`src/rtl/tcw_queue.sv`:
```
module tcw_queue #(
    parameter int W     = 8,
    parameter int DEPTH = 2
) (
    input  logic         clk,
    input  logic         rst_n,
    input  logic         push,
    input  logic [W-1:0] din,
    output logic         full,
    input  logic         pop,
    output logic [W-1:0] dout,
    output logic         empty
);

    localparam int PW = (DEPTH > 1) ? $clog2(DEPTH) : 1;

    logic [W-1:0]  slot_reg [DEPTH];
    logic [PW-1:0] wr_ptr_reg, wr_ptr_next;
    logic [PW-1:0] rd_ptr_reg, rd_ptr_next;
    logic [PW:0]   count_reg, count_next;
    logic          do_push, do_pop;

    assign full    = (count_reg == (PW+1)'(DEPTH));
    assign empty   = (count_reg == '0);
    assign do_push = push && !full;
    assign do_pop  = pop && !empty;
    assign dout    = slot_reg[rd_ptr_reg];

    always_comb
    begin
        wr_ptr_next = wr_ptr_reg;
        rd_ptr_next = rd_ptr_reg;
        count_next  = count_reg;
        if (do_push)
        begin
            wr_ptr_next = (wr_ptr_reg == PW'(DEPTH-1)) ? '0 : wr_ptr_reg + 1'b1;
        end
        if (do_pop)
        begin
            rd_ptr_next = (rd_ptr_reg == PW'(DEPTH-1)) ? '0 : rd_ptr_reg + 1'b1;
        end
        if (do_push && !do_pop)
        begin
            count_next = count_reg + 1'b1;
        end
        else if (do_pop && !do_push)
        begin
            count_next = count_reg - 1'b1;
        end
    end

    always_ff @(posedge clk or negedge rst_n)
    begin
        if (!rst_n)
        begin
            wr_ptr_reg <= '0;
            rd_ptr_reg <= '0;
            count_reg  <= '0;
        end
        else
        begin
            wr_ptr_reg <= wr_ptr_next;
            rd_ptr_reg <= rd_ptr_next;
            count_reg  <= count_next;
        end
    end

    always_ff @(posedge clk)
    begin
        if (do_push)
        begin
            slot_reg[wr_ptr_reg] <= din;
        end
    end

endmodule

```
`config.mk`:
```
export PLATFORM = sky130hd
export DESIGN_NAME = tcw_queue
export DESIGN_NICKNAME = d
export VERILOG_FILES = /design/src/rtl/tcw_queue.sv
export SDC_FILE = /design/constraint.sdc
export NUM_CORES = 1
export LEC_CHECK = 0
export ABC_AREA = 1
export BUFFER_PORTS_ARGS = -buffer_cell sky130_fd_sc_hd__buf_4
export CORE_UTILIZATION = 53
export DETAILED_ROUTE_END_ITERATION = 8
export GPL_TIMING_DRIVEN = 0
export PLACE_DENSITY = 0.81
export SYNTH_ARGS = -nofsm -noshare
export SYNTH_HDL_FRONTEND = slang
export SYNTH_SLANG_ARGS = --single-unit
```
`constraint.sdc`:
```
create_clock -name clk -period 2.2 [get_ports clk]
set_input_delay 0.44 -clock clk [delete_from_list [all_inputs] [get_ports clk]]
set_output_delay 0.44 -clock clk [all_outputs]
set_load 0.02 [all_outputs]
```
==> impl_metrics.py <==
metrics = {
    "min_path": {
        "min-delay-start": "din[4]",
        "hold_path_class": "input pin to flip-flop",
        "hold_path_end": "slot_reg[0][4]",
        "hold_depth": 1,
    },
    "pwr": {
        "leakage_nw": 0.4843,
        "pwr_density_cell_nw_per_um2": 1327,
        "clockPowerShare": 0.124,
        "swShare": 0.3883,
        "pwr-share-comb": 0.450,
        "intPower_mw": 0.8295,
        "ir_drop_v": 0.0007563,
        "net-switching-power_mw": 0.5265,
        "p_seq_frac": 0.426,
        "power_mw": 1.356,
    },
    "layout": {
        "post_route_cells_drive_above_1_share": 0.2828,
        "area_delta_synth_final_pct": 26.28,
        "fin_cells": 114,
        "n_antenna_cell": 0,
        "nets": 113,
        "fill_cells": 92,
        "largest_reg_flops": 16,
        "seq_area_sq_um": 580.6,
        "multi_input_area_sq_um": 193.9,
        "postLayoutCellArea_sq_um": 1022,
    },
    "placed_design": {
        "place_worst_setup_slack_ns": 0.6147,
        "place_inst": 109,
        "placed_area_sq_um": 985.9,
        "portBuffers": 21,
        "globalplace.congestion": 0.7870,
    },
    "grt": {
        "grt_usage": 0.1898,
        "gr-total-overflow": 0,
        "grt_antenna_before_repair": 0,
        "grt_max_degree": 12,
        "grt_pass1_wl_um": 1952,
        "grt_pass1_vias": 478,
    },
    "synthesis": {
        "ys_seq_area_frac": 0.7172,
        "synth.top_cell.area_share": 0.5935,
        "syn-cell-area_sq_um": 809.5,
        "syn_inst": 73,
        "synth_largest_area_cell": "edfxtp_1",
        "synth_edf_count": 16,
        "synthTopCellsByCount": "nand2_1 (33), edfxtp_1 (16), inv_1 (7)",
        "ys_ff_latch": 20,
        "synth_cell_types": 14,
        "synth_most_common_cell": "nand2_1",
        "synthTopCellsByArea": "edfxtp_1 (59%), nand2_1 (15%), dfrtp_1 (12%)",
        "ys_warn_count": 0,
        "async_flop_share": 0.2000,
        "avgSynthCellArea_sq_um": 11.09,
        "ys.flop_type": "edfxtp_1",
        "syn-num-nets": 86,
    },
    "critical_path": {
        "end_kind": "output port",
        "cp.arrival_ns": 1.27,
        "cp_data_required_time_ns": 1.76,
        "crit_top_cell": "nand2_1",
        "rr_worst_depth": 3,
        "r2r_end": "slot_reg[1][2]",
        "r2r-start": "count_reg[1]",
        "r2r_slack_ns": 0.65,
        "critical_path.cell_chain": "buf_2 -> inv_2 -> nand2_1 -> nand2_1 -> buf_4",
        "max_stage_delay_ns": 0.37,
        "critPathMaxFanout": 10,
        "cpMaxStageDelayCell": "dfrtp_1",
        "cp-start-kind": "flip-flop",
        "critPathKind": "flip-flop to output port",
    },
    "floorplan": {
        "rows": 13,
        "initial_core_util": 0.5925,
        "design.core.area_sq_um": 1366,
        "die-width_um": 41.08,
        "io_pins": 22,
        "die_area_sq_um": 1688,
        "die_y_um": 41.08,
    },
    "clocking": {
        "path_clk_slew_ns": 0.10,
        "cts_made_buffers": 3,
        "cts_sinks": 20,
        "cts_tree": "built",
        "clk_latency_ns": 0.29,
        "cts_buffer_depth": 2,
        "cts_root_buf": "clkbuf_4",
        "cts_resized": 0,
        "htreeDepth": 1,
    },
    "drt": {
        "vias_per_cell": 4.851,
        "route.detailed.drc": 0,
        "drt_iter0_markers": 10,
        "wl_per_cell_um": 11.64,
        "postRouteAntennaNets": 0,
        "via_count": 553,
        "wl_um": 1327,
        "dr.pass1.iters": 4,
    },
    "sta": {
        "rsz0062_at_grt": "false",
        "min_period_ns": 1.708,
        "fmax_ghz": 0.5856,
        "timing.final.crit_share": 0.7762,
        "fin_setup_tns_ns": 0,
        "clock_skew_ns": 0.005026,
        "hold_viol_final": 0,
        "relSlewSlack": 0.5628,
        "finalSetupViolCount": 0,
        "finalMaxSlewViolations": 0,
        "worstMarginPinSlew_ns": 0.6534,
        "worst_slack_ns": 0.4924,
    },
    "job": {
        "cap_violations": 0,
    },
    "outcome": {
        "status": "completed",
    },
}
placed cells by master (no fill, tap or decap):
cell / n
inv_2: 1
nand3_1: 1
clkbuf_1: 1
nand4_1: 1
ha_1: 1
nand2_1: 33
edfxtp_1: 16
dfrtp_1: 4
xnor2_1: 1
nor2_1: 2
buf_4: 21
clkbuf_4: 3
dlygate4sd3_1: 1
buf_2: 1
nand3b_1: 1
o21ai_0: 2
nor2_2: 2
inv_1: 7
kinds of logic after synthesis:
family / Yosys count / share of synthesized area
compound gates: 2 / 0.01237
xor+xnor: 1 / 0.01082
fa+ha+maj: 1 / 0.01545
buf+inv: 9 / 0.04327
flops: 20 / 0.7172
simple gates: 40 / 0.2009
critical path: cells and delay by family (launching register included):
kind                   cells  cell delay (ns)
buffers and inverters      3             0.48
flip-flops                 1             0.37
AND/OR/NAND/NOR            2             0.14
worst max path at each step:
stage | start | end
2_1_floorplan | count_reg[0] | count_reg[1]
3_3_place_gp | push | slot_reg[1][0]
3_5_place_dp | push | slot_reg[1][0]
4_1_cts | rd_ptr_reg | dout[3]
5_1_grt | rd_ptr_reg | dout[5]
6_report | rd_ptr_reg | dout[3]
final cells by class:
class / count / share of cell area
clock buffer: 4 / 0.02570
sequential: 20 / 0.5679
inverter: 8 / 0.02938
multi-input combinational: 44 / 0.1897
timing repair buffer: 22 / 0.1640
tap: 15 / 0.01836
buffer: 1 / 0.004896
routing by layer:
metal	track usage	routed length, um	vias to the layer above
li1	-	-	286
met1	0.2364	603	250
met2	0.3125	669	15
met3	0.03261	43	2
met4	0.1000	11	0
met5	0	0	-
through the flow:
stage,hold WS (ns),util
4_1_cts,0.3218,0.7482
6_report,0.3277,0.7482
2_1_floorplan,0.1444,-
3_3_place_gp,0.2418,0.7216
3_5_place_dp,0.2395,0.7216
5_1_grt,0.3133,0.7482
power groups by stage:
stage	combinational, mW	sequential (mW)	clock [mW]
floorplan	0.393	0.571	0
global placement	0.597	0.579	0
detailed placement	0.612	0.585	0
CTS	0.615	0.577	0.173
global route	0.686	0.591	0.184
finish	0.610	0.578	0.169
what timing repair did:
action,in CTS,in global routing
endpoints found under the hold margin,4,0
hold buffers,1,0
setup buffers,0,0
Power figures use the tool's default switching activity.
