$ cat config.mk
export PLATFORM = sky130hd
export DESIGN_NAME = tcw_front
export DESIGN_NICKNAME = d
export VERILOG_FILES = /design/src/rtl/tcw_pkg.sv /design/src/rtl/tcw_front.sv
export SDC_FILE = /design/constraint.sdc
export NUM_CORES = 1
export LEC_CHECK = 0
export ABC_CLOCK_PERIOD_IN_PS = 1300
export BUFFER_PORTS_ARGS = -buffer_cell sky130_fd_sc_hd__buf_4
export CORE_AREA = 4 4 41 43
export DETAILED_ROUTE_END_ITERATION = 10
export DIE_AREA = 0 0 45 47
export GPL_ROUTABILITY_DRIVEN = 0
export PLACE_DENSITY = 0.9
export SLEW_MARGIN = 20
export SYNTH_ARGS = -nofsm -noshare
export SYNTH_HDL_FRONTEND = slang
export SYNTH_SLANG_ARGS = --single-unit
$ cat constraint.sdc
create_clock -name vclk -period 1.3
set_input_delay 0 -clock vclk [all_inputs]
set_output_delay 0 -clock vclk [all_outputs]
set_load 0.05 [all_outputs]
$ cat src/rtl/tcw_pkg.sv
package tcw_pkg;

    localparam int IDX_W  = 11;
    localparam int CELL_W = 16;

    localparam logic [1:0] OP_PUT   = 2'd0;
    localparam logic [1:0] OP_BKSP  = 2'd1;
    localparam logic [1:0] OP_CLEAR = 2'd2;
    localparam logic [1:0] OP_READ  = 2'd3;

    localparam logic [2:0] KIND_PUT     = 3'd0;
    localparam logic [2:0] KIND_NEWLINE = 3'd1;
    localparam logic [2:0] KIND_BKSP    = 3'd2;
    localparam logic [2:0] KIND_CLEAR   = 3'd3;
    localparam logic [2:0] KIND_READ    = 3'd4;

    localparam logic [7:0]  NEWLINE_CODE = 8'h0a;
    localparam logic [7:0]  SPACE_CODE   = 8'h20;
    localparam logic [7:0]  BLINK_BIT    = 8'h80;
    localparam logic [3:0]  RESET_COLOR  = 4'd7;
    localparam logic [15:0] RESET_BLANK  = {4'h0, RESET_COLOR, SPACE_CODE};

    typedef struct packed {
        logic [2:0]        kind;
        logic              oor;   // read index beyond the store
        logic [CELL_W-1:0] word;  // cell to write, or read index
    } cmd_t;

    typedef struct packed {
        logic [IDX_W-1:0]  cursor;
        logic [CELL_W-1:0] data;
    } res_t;

endpackage

$ cat src/rtl/tcw_front.sv
module tcw_front #(
    parameter int CELLS = 2000
) (
    input  logic                     init_busy,
    input  logic                     push,
    output logic                     full,
    input  logic [1:0]               op,
    input  logic [7:0]               char_code,
    input  logic [7:0]               attr,
    input  logic [7:0]               blink_char,
    input  logic [tcw_pkg::IDX_W-1:0] cell_index,
    input  logic                     q_full,
    output logic                     q_push,
    output tcw_pkg::cmd_t            cmd
);

    logic [7:0] attr_eff;

    // no words taken while the store is being cleared after reset
    assign full   = q_full || init_busy;
    assign q_push = push && !full;

    assign attr_eff = (char_code == blink_char) ? (attr | tcw_pkg::BLINK_BIT) : attr;

    always_comb
    begin
        cmd.oor  = 1'b0;
        cmd.word = {attr_eff, char_code};
        case (op)
            tcw_pkg::OP_PUT:
            begin
                cmd.kind = (char_code == tcw_pkg::NEWLINE_CODE) ? tcw_pkg::KIND_NEWLINE
                                                                 : tcw_pkg::KIND_PUT;
            end
            tcw_pkg::OP_BKSP:
            begin
                cmd.kind = tcw_pkg::KIND_BKSP;
            end
            tcw_pkg::OP_CLEAR:
            begin
                cmd.kind = tcw_pkg::KIND_CLEAR;
            end
            default:
            begin
                cmd.kind = tcw_pkg::KIND_READ;
                cmd.oor  = (32'(cell_index) >= CELLS);
                cmd.word = tcw_pkg::CELL_W'(cell_index);
            end
        endcase
    end

endmodule

==> results of run 1 <==
-- layout by cell type, fill, tap and decap left out --
cell       n
buf_4     64
mux2_2    10
xor2_1     8
nor2b_1    4
inv_1      4
nor4_1     3
nor2_1     3
ha_1       2
nand2_1    1
o21ai_2    1
a21oi_1    1
nor4bb_1   1
nand4b_1   1
o21ai_0    1
or2_2      1
nand4_1    1
nor3_4     1
-- stage by stage --
stage	hold WS, ns	setup WS [ns]
6_report	0.354	0.309
5_1_grt	0.375	0.201
4_1_cts	0.356	0.294
3_5_place_dp	0.356	0.305
3_3_place_gp	0.354	0.304
2_1_floorplan	0.196	-0.136
-- per-layer routing --
| metal | vias to the layer above | track usage | wire length [um] |
|---|---|---|---|
| met5 | - | 0 | 0 |
| met4 | 0 | 0 | 0 |
| met3 | 0 | 0.0383 | 303 |
| met2 | 45 | 0.263 | 706 |
| met1 | 234 | 0.137 | 432 |
| li1 | 283 | - | - |
-- Yosys cell counts --
| master | count | area (um^2) |
|---|---|---|
| nor2_1 | 3 | 11.3 |
| ha_1 | 2 | 25.0 |
| nor4bb_1 | 1 | 10.0 |
| o21ai_0 | 2 | 10.0 |
| or2_2 | 1 | 6.26 |
| inv_1 | 4 | 15.0 |
| nor4_1 | 3 | 18.8 |
| nor2b_1 | 4 | 25.0 |
| mux2_2 | 10 | 113 |
| xor2_1 | 8 | 70.1 |
| a21oi_1 | 1 | 5.00 |
| buf_6 | 2 | 22.5 |
| nand4b_1 | 1 | 8.76 |
| nor3_1 | 1 | 5.00 |
| nand2_1 | 1 | 3.75 |
| nand4_1 | 1 | 6.26 |
-- final timing paths --
path / start / end / slack [ns] / cells past startpoint
hold / removal: q_full / full / 0.35 / 3
setup / recovery: op[0] / cmd[8] / 0.31 / 5
-- logic make-up after synthesis --
logic type      after synthesis  synth area share
fa+ha+maj                     2            0.0704
xor+xnor                      8             0.197
simple gates                 16             0.268
mux                          10             0.317
compound gates                3            0.0422
buf+inv                       6             0.106
-- final cells by class --
class                           instances  area (um^2)
Fill cell                             118          454
Inverter                                4         15.0
Multi-Input combinational cell         39          333
Tap cell                               15         18.8
Timing Repair Buffer                   64          480
-- power by group --
group / switching [mW] / internal, mW
clock: 0 / 0
sequential: 0 / 0
combinational: 0.249 / 0.184
==> impl_metrics.tcl, run 1 <==
set metrics [dict create \
    status "completed" \
    setup_viol 0 \
    synth_nets 87 \
    crit_arrival_ns 0.99 \
    start_util 0.273 \
    n_sequential_cell 0 \
    synth.yosys.warnings 0 \
    drive_gt1_frac 0.720 \
    stdcell_count 122 \
    drt_first_pass_iters 4 \
    tightest_slew_ns 0.274 \
    hold_viol 0 \
    utilization 0.651 \
    postCtsHoldBufs 0 \
    dp_cells 122 \
    synth_area_per_cell_um2 7.90 \
    start_kind "input port" \
    nClkBuffers 0 \
    crit_type "in2out" \
    critPathCaptureType "output pin" \
    globalRouteOverflowTotal 0 \
    tns_ns 0 \
    slowest_stage "mux2_2" \
    route.detailed.drc 0 \
    ys_seq_area_frac 0 \
    portBuffers 62 \
    coreArea_um2 1300 \
    ctsResizeCount 0 \
    cp_max_fo 12 \
    cp_cell_sequence "buf_4 -> ha_1 -> buf_4 -> mux2_2 -> buf_4" \
    fp.dieH_um 47 \
    total_power_uw 433 \
    path_delay_family "buffers and inverters" \
    final_area_um2 847 \
    grt_setup_unrepaired "no" \
    nNetsFinal 151 \
    yosysUniqueCellTypes 16 \
    pin_count 62 \
    drv_cap 0 \
    diodes 0 \
    antenna_found_initial 0 \
    power.leakage_nw 0.457 \
    die_w_um 45 \
    synth_area_um2 355 \
    grt_pass1_wl_um 2170 \
    cp_common_cell "buf_4" \
    antenna_left 0 \
    drt-total-wl_um 1440 \
    cts_setup_buffers 0 \
    wl_per_cell_um 11.8 \
    cp.required_ns 1.30 \
    dr_total_vias 562 \
    placementRows 13 \
    grt_pass1_vias 539 \
    critPathBufInv 3 \
    grt_util_all_layers 0.129 \
    postPlaceCellArea_um2 847 \
    die_area_um2 2120 \
    drt-initial-drc-count 2 \
    min_path_type "in2out" \
    max_slew_margin 0.816 \
    fin_crit_sh 0.762 \
    register_area_um2 0 \
    synth_cells 45 \
    routed_via_density 4.61 \
    syn_to_final_growth_pct 138 \
    grt_max_degree 13 \
    min_period_ns 0.991 \
    dp.final_hpwl_um 1330 \
    drv_slew 0 \
    irDropWorstVdd_v 0.000250 \
    max_stage_delay_ns 0.36 \
    fmax_ghz 1.01 \
    power.density_nw_per_um2 511 \
]
(Power assumes the default switching activity.)
==> inputs of run 2 (changes only) <==
ABC_CLOCK_PERIOD_IN_PS = 1000   (was 1300)
clock period = 1 ns   (was 1.3 ns; I/O delays follow)
==> run 2 against run 1 <==
Sequential cell count stayed put; hold slack worse by 0.029 ns; setup slack worse by 0.29 ns; die area stayed put; core utilization is 3.9 points higher; first-iteration DRC count stayed put; count of clock-buffer cells in the layout stayed put; power is 37% higher; final cell count stayed put; sequential share of layout area stayed put; highest routed layer unchanged.
==> impl_metrics.tcl, run 2 (synthesis gave the netlist of run 1 again) <==
set metrics [dict create \
    antenna_left 0 \
    drt-total-wl_um 1670 \
    power.density_nw_per_um2 661 \
    grt_pass1_wl_um 2350 \
    pin_count 62 \
    grt_util_all_layers 0.145 \
    met1_usage 0.144 \
    drt-initial-drc-count 2 \
    min_to "cmd[17]" \
    power.leakage_nw 0.466 \
    cp.required_ns 1.00 \
    postPlaceCellArea_um2 875 \
    placementRows 13 \
    status "completed" \
    hold_ws_ns 0.325 \
    irDropWorstVdd_v 0.000395 \
    postCtsHoldBufs 0 \
    path_delay_family "simple AND/OR/NAND/NOR gates" \
    start_util 0.273 \
    crit_type "in2out" \
    gr-usage-met3 0.0383 \
    nFillCells 113 \
    drv_cap 0 \
    min_from "op[0]" \
    fmax_ghz 1.02 \
    antenna_found_initial 0 \
    busiest_layer "met2" \
    wl_per_cell_um 13.7 \
    total_power_uw 594 \
    register_area_um2 0 \
    nNetsFinal 151 \
    nClkBuffers 0 \
    grt_use_met2 0.311 \
    grt_pass1_vias 555 \
    slowest_stage "nor4_1" \
    min_path_type "in2out" \
    cp_cell_sequence "buf_4 -> xor2_1 -> nor4_1 -> a21oi_1 -> nor2_2 -> buf_6" \
    n_sequential_cell 0 \
    routed_via_density 4.68 \
    critPathCaptureType "output pin" \
    fp.dieH_um 47 \
    coreArea_um2 1300 \
    drv_slew 0 \
    hold_path_depth 3 \
    cts_setup_buffers 0 \
    max_slew_margin 0.821 \
    diodes 0 \
    drt_first_pass_iters 2 \
    route.detailed.drc 0 \
    layout_commonest_cell "buf_4" \
    ctsResizeCount 0 \
    dp.final_hpwl_um 1530 \
    fin_crit_sh 0.977 \
    portBuffers 62 \
    die_area_um2 2120 \
    min_period_ns 0.977 \
    hold_viol 0 \
    grt_setup_unrepaired "no" \
    start_kind "input port" \
    utilization 0.690 \
    final_area_um2 898 \
    grt_max_degree 15 \
    globalRouteOverflowTotal 0 \
    tightest_slew_ns 0.265 \
    drive_gt1_frac 0.813 \
    layout_common_cells "62 x buf_4, 10 x mux2_2, 8 x xor2_1" \
    cp_max_fo 3 \
    die_w_um 45 \
    critPathBufInv 2 \
    max_stage_delay_ns 0.29 \
    syn_to_final_growth_pct 153 \
    dr_total_vias 571 \
    crit_arrival_ns 0.98 \
    setup_viol 0 \
]
[run 2: changes by cell type in the layout (fill, tap and decap cells not counted), moves of 2 or more]
| cell | delta |
|---|---|
| nor2b_2 | +4 |
| nor2b_1 | -4 |
| nor4_1 | -2 |
| nor4_2 | +2 |
| nor2_1 | -2 |
| buf_4 | -2 |
| nor2_2 | +2 |
| buf_6 | +2 |
[run 2: per-layer routing]
| metal | up-vias | wire length [um] | share of wire |
|---|---|---|---|
| met4 | 0 | 0 | 0 |
| met1 | 251 | 512 | 0.31 |
| met2 | 39 | 907 | 0.54 |
| li1 | 281 | - | - |
| met3 | 0 | 246 | 0.15 |
| met5 | - | 0 | 0 |
[run 2: worst max path at each step]
stage                      start  endpoint  slack [ns]  cells after the start
floorplan                  op[0]   cmd[16]       -0.10                      5
global placement    char_code[6]   cmd[15]       0.006                      6
detailed placement  char_code[6]   cmd[15]        0.01                      6
CTS                 char_code[6]   cmd[15]       0.005                      6
global route        char_code[6]   cmd[15]       0.005                      6
finish              char_code[4]   cmd[15]        0.02                      6
[run 2: layout make-up]
class                      count  area [um^2]  share of cell area
timing repair buffer          64          488               0.543
multi-input combinational     39          377               0.419
inverter                       4         15.0              0.0167
tap                           15         18.8              0.0209
[run 2: metrics by stage]
stage	TNS, ns	instances	setup slack, ns
finish	0	122	0.0227
global route	0	122	0.00454
CTS	0	122	0.00519
detailed placement	0	122	0.0124
global placement	0	122	0.00565
floorplan	-0.100	45	-0.100
[run 2: power breakdown]
group	internal (mW)	switching, mW	leakage, nW
sequential	0	0	0
combinational	0.252	0.342	0.466
clock	0	0	0
==> inputs of run 3 (changes only) <==
RECOVER_POWER = 100   (was unset)
SETUP_SLACK_MARGIN = 0.2   (was unset)
==> run 3 against run 2 <==
Critical endpoint is now cmd[9]; largest power group unchanged; sequential cell count did not move; final cell count rose by 4.1%; global-route usage rose by 10 points; largest cell class unchanged; hold slack improved by 0.054 ns; sequential share of layout area did not move; cell area rose by 18%; first-iteration DRC count rose to 6.5 times the previous value; non-clock buffer count rose by 5.
==> impl_metrics.tcl, run 3 (synthesis gave the netlist of run 1 again) <==
set metrics [dict create \
    fmax_ghz 1.02 \
    diodes 0 \
    multi_input_area_um2 438 \
    portBuffers 62 \
    min_period_ns 0.980 \
    start_kind "input port" \
    pre_cts_ws_ns 0.000848 \
    grt_setup_unrepaired "yes" \
    antenna_left 0 \
    pin_count 62 \
    start_util 0.273 \
    hold_viol 0 \
    wl_met2_um 1370 \
    fin_ws_ns 0.0195 \
    p_comb_frac 1.000 \
    final_area_um2 1060 \
    nClkBuffers 0 \
    layout_commonest_cell "buf_4" \
    crit_type "in2out" \
    cp_common_cell "buf_8" \
    drt-initial-drc-count 13 \
    postPlaceCellArea_um2 891 \
    crit_arrival_ns 0.98 \
    power.leakage_nw 0.546 \
    pwr-share-clk 0 \
    syn_to_final_growth_pct 199 \
    grt_util_all_layers 0.246 \
    power.switching_uw 396 \
    cp_cell_sequence "buf_8 -> ha_4 -> clkbuf_2 -> mux2_1 -> buf_8" \
    cp_max_fo 4 \
    setup_viol 0 \
    placementRows 13 \
    register_area_um2 0 \
    internal-power_uw 303 \
    status "completed" \
    fp.dieH_um 47 \
    nFillCells 85 \
    antenna_found_initial 0 \
    layout_common_cells "34 x buf_4, 12 x buf_6, 7 x xor2_1, 7 x buf_8, 7 x clkbuf_2" \
    drt-total-wl_um 2740 \
    drv_cap 0 \
    min_path_type "in2out" \
    critPathCaptureType "output pin" \
    nNetsFinal 156 \
    power.density_nw_per_um2 658 \
    irDropWorstVdd_v 0.000521 \
    drv_slew 0 \
    pwr-share-seq 0 \
    wl_met3_um 396 \
    grt_max_degree 8 \
    tightest_slew_ns 0.309 \
    total_power_uw 699 \
    wl_per_cell_um 21.6 \
    globalRouteOverflowTotal 0 \
    dp_cells 122 \
    stdcell_count 127 \
    grt_pass1_vias 802 \
    cp.required_ns 1.00 \
    routedLengthMet1_um 891 \
    die_w_um 45 \
    drt_first_pass_iters 4 \
    postCtsHoldBufs 0 \
    maxUsedRoutingLayer "met4" \
    slowest_stage "mux2_1" \
    max_stage_delay_ns 0.38 \
    coreArea_um2 1300 \
    hold_ws_ns 0.378 \
    n_sequential_cell 0 \
    routed_via_density 5.18 \
    drive_gt1_frac 0.830 \
    dp.final_hpwl_um 1510 \
    p_sw_frac 0.566 \
    fin_crit_sh 0.980 \
    dr_total_vias 658 \
    grt_pass1_wl_um 3740 \
    route.detailed.drc 0 \
    max_slew_margin 0.792 \
    die_area_um2 2120 \
]
==> run 3: power by group through the flow <==
| stage | combinational (mW) | clock, mW | sequential [mW] |
|---|---|---|---|
| global placement | 0.584 | 0 | 0 |
| detailed placement | 0.591 | 0 | 0 |
| floorplan | 0.352 | 0 | 0 |
| CTS | 0.687 | 0 | 0 |
| finish | 0.699 | 0 | 0 |
| global route | 0.726 | 0 | 0 |
==> run 3: final cells by class <==
| class | count | area share |
|---|---|---|
| multi-input cells | 39 | 0.412 |
| well taps | 15 | 0.0177 |
| repair buffers | 69 | 0.556 |
| inverters | 4 | 0.0141 |
==> run 3: stage by stage <==
step | util | setup TNS (ns)
after floorplan | - | -0.0339
after global placement | 0.685 | 0
after detailed placement | 0.685 | 0
after CTS | 0.831 | 0
after global routing | 0.816 | 0
final | 0.816 | 0
==> run 3: metal layers <==
metal  track usage  vias up
li1              -      290
met1         0.255      300
met2         0.444       60
met3        0.0996        8
met4        0.0936        0
met5             0        -
==> run 3: path summary, 6_finish.rpt <==
check | startpoint | to | slack [ns] | cells past startpoint
worst max-delay path | op[1] | cmd[9] | 0.02 | 5
worst min-delay path | attr[7] | cmd[15] | 0.38 | 4
==> run 3: what timing repair did <==
action / 4_1_cts / 5_1_grt
resized for setup: 38 / 18
cloned: 0 / 0
buffers inserted: 5 / 0
endpoints found under the setup margin: 18 / 18
pin swaps: 10 / 5
==> run 3: critical path, delay by kind of cell <==
family,cells,cell delay [ns]
adders and majority gates,1,0.16
buffers and inverters,3,0.44
muxes,1,0.38
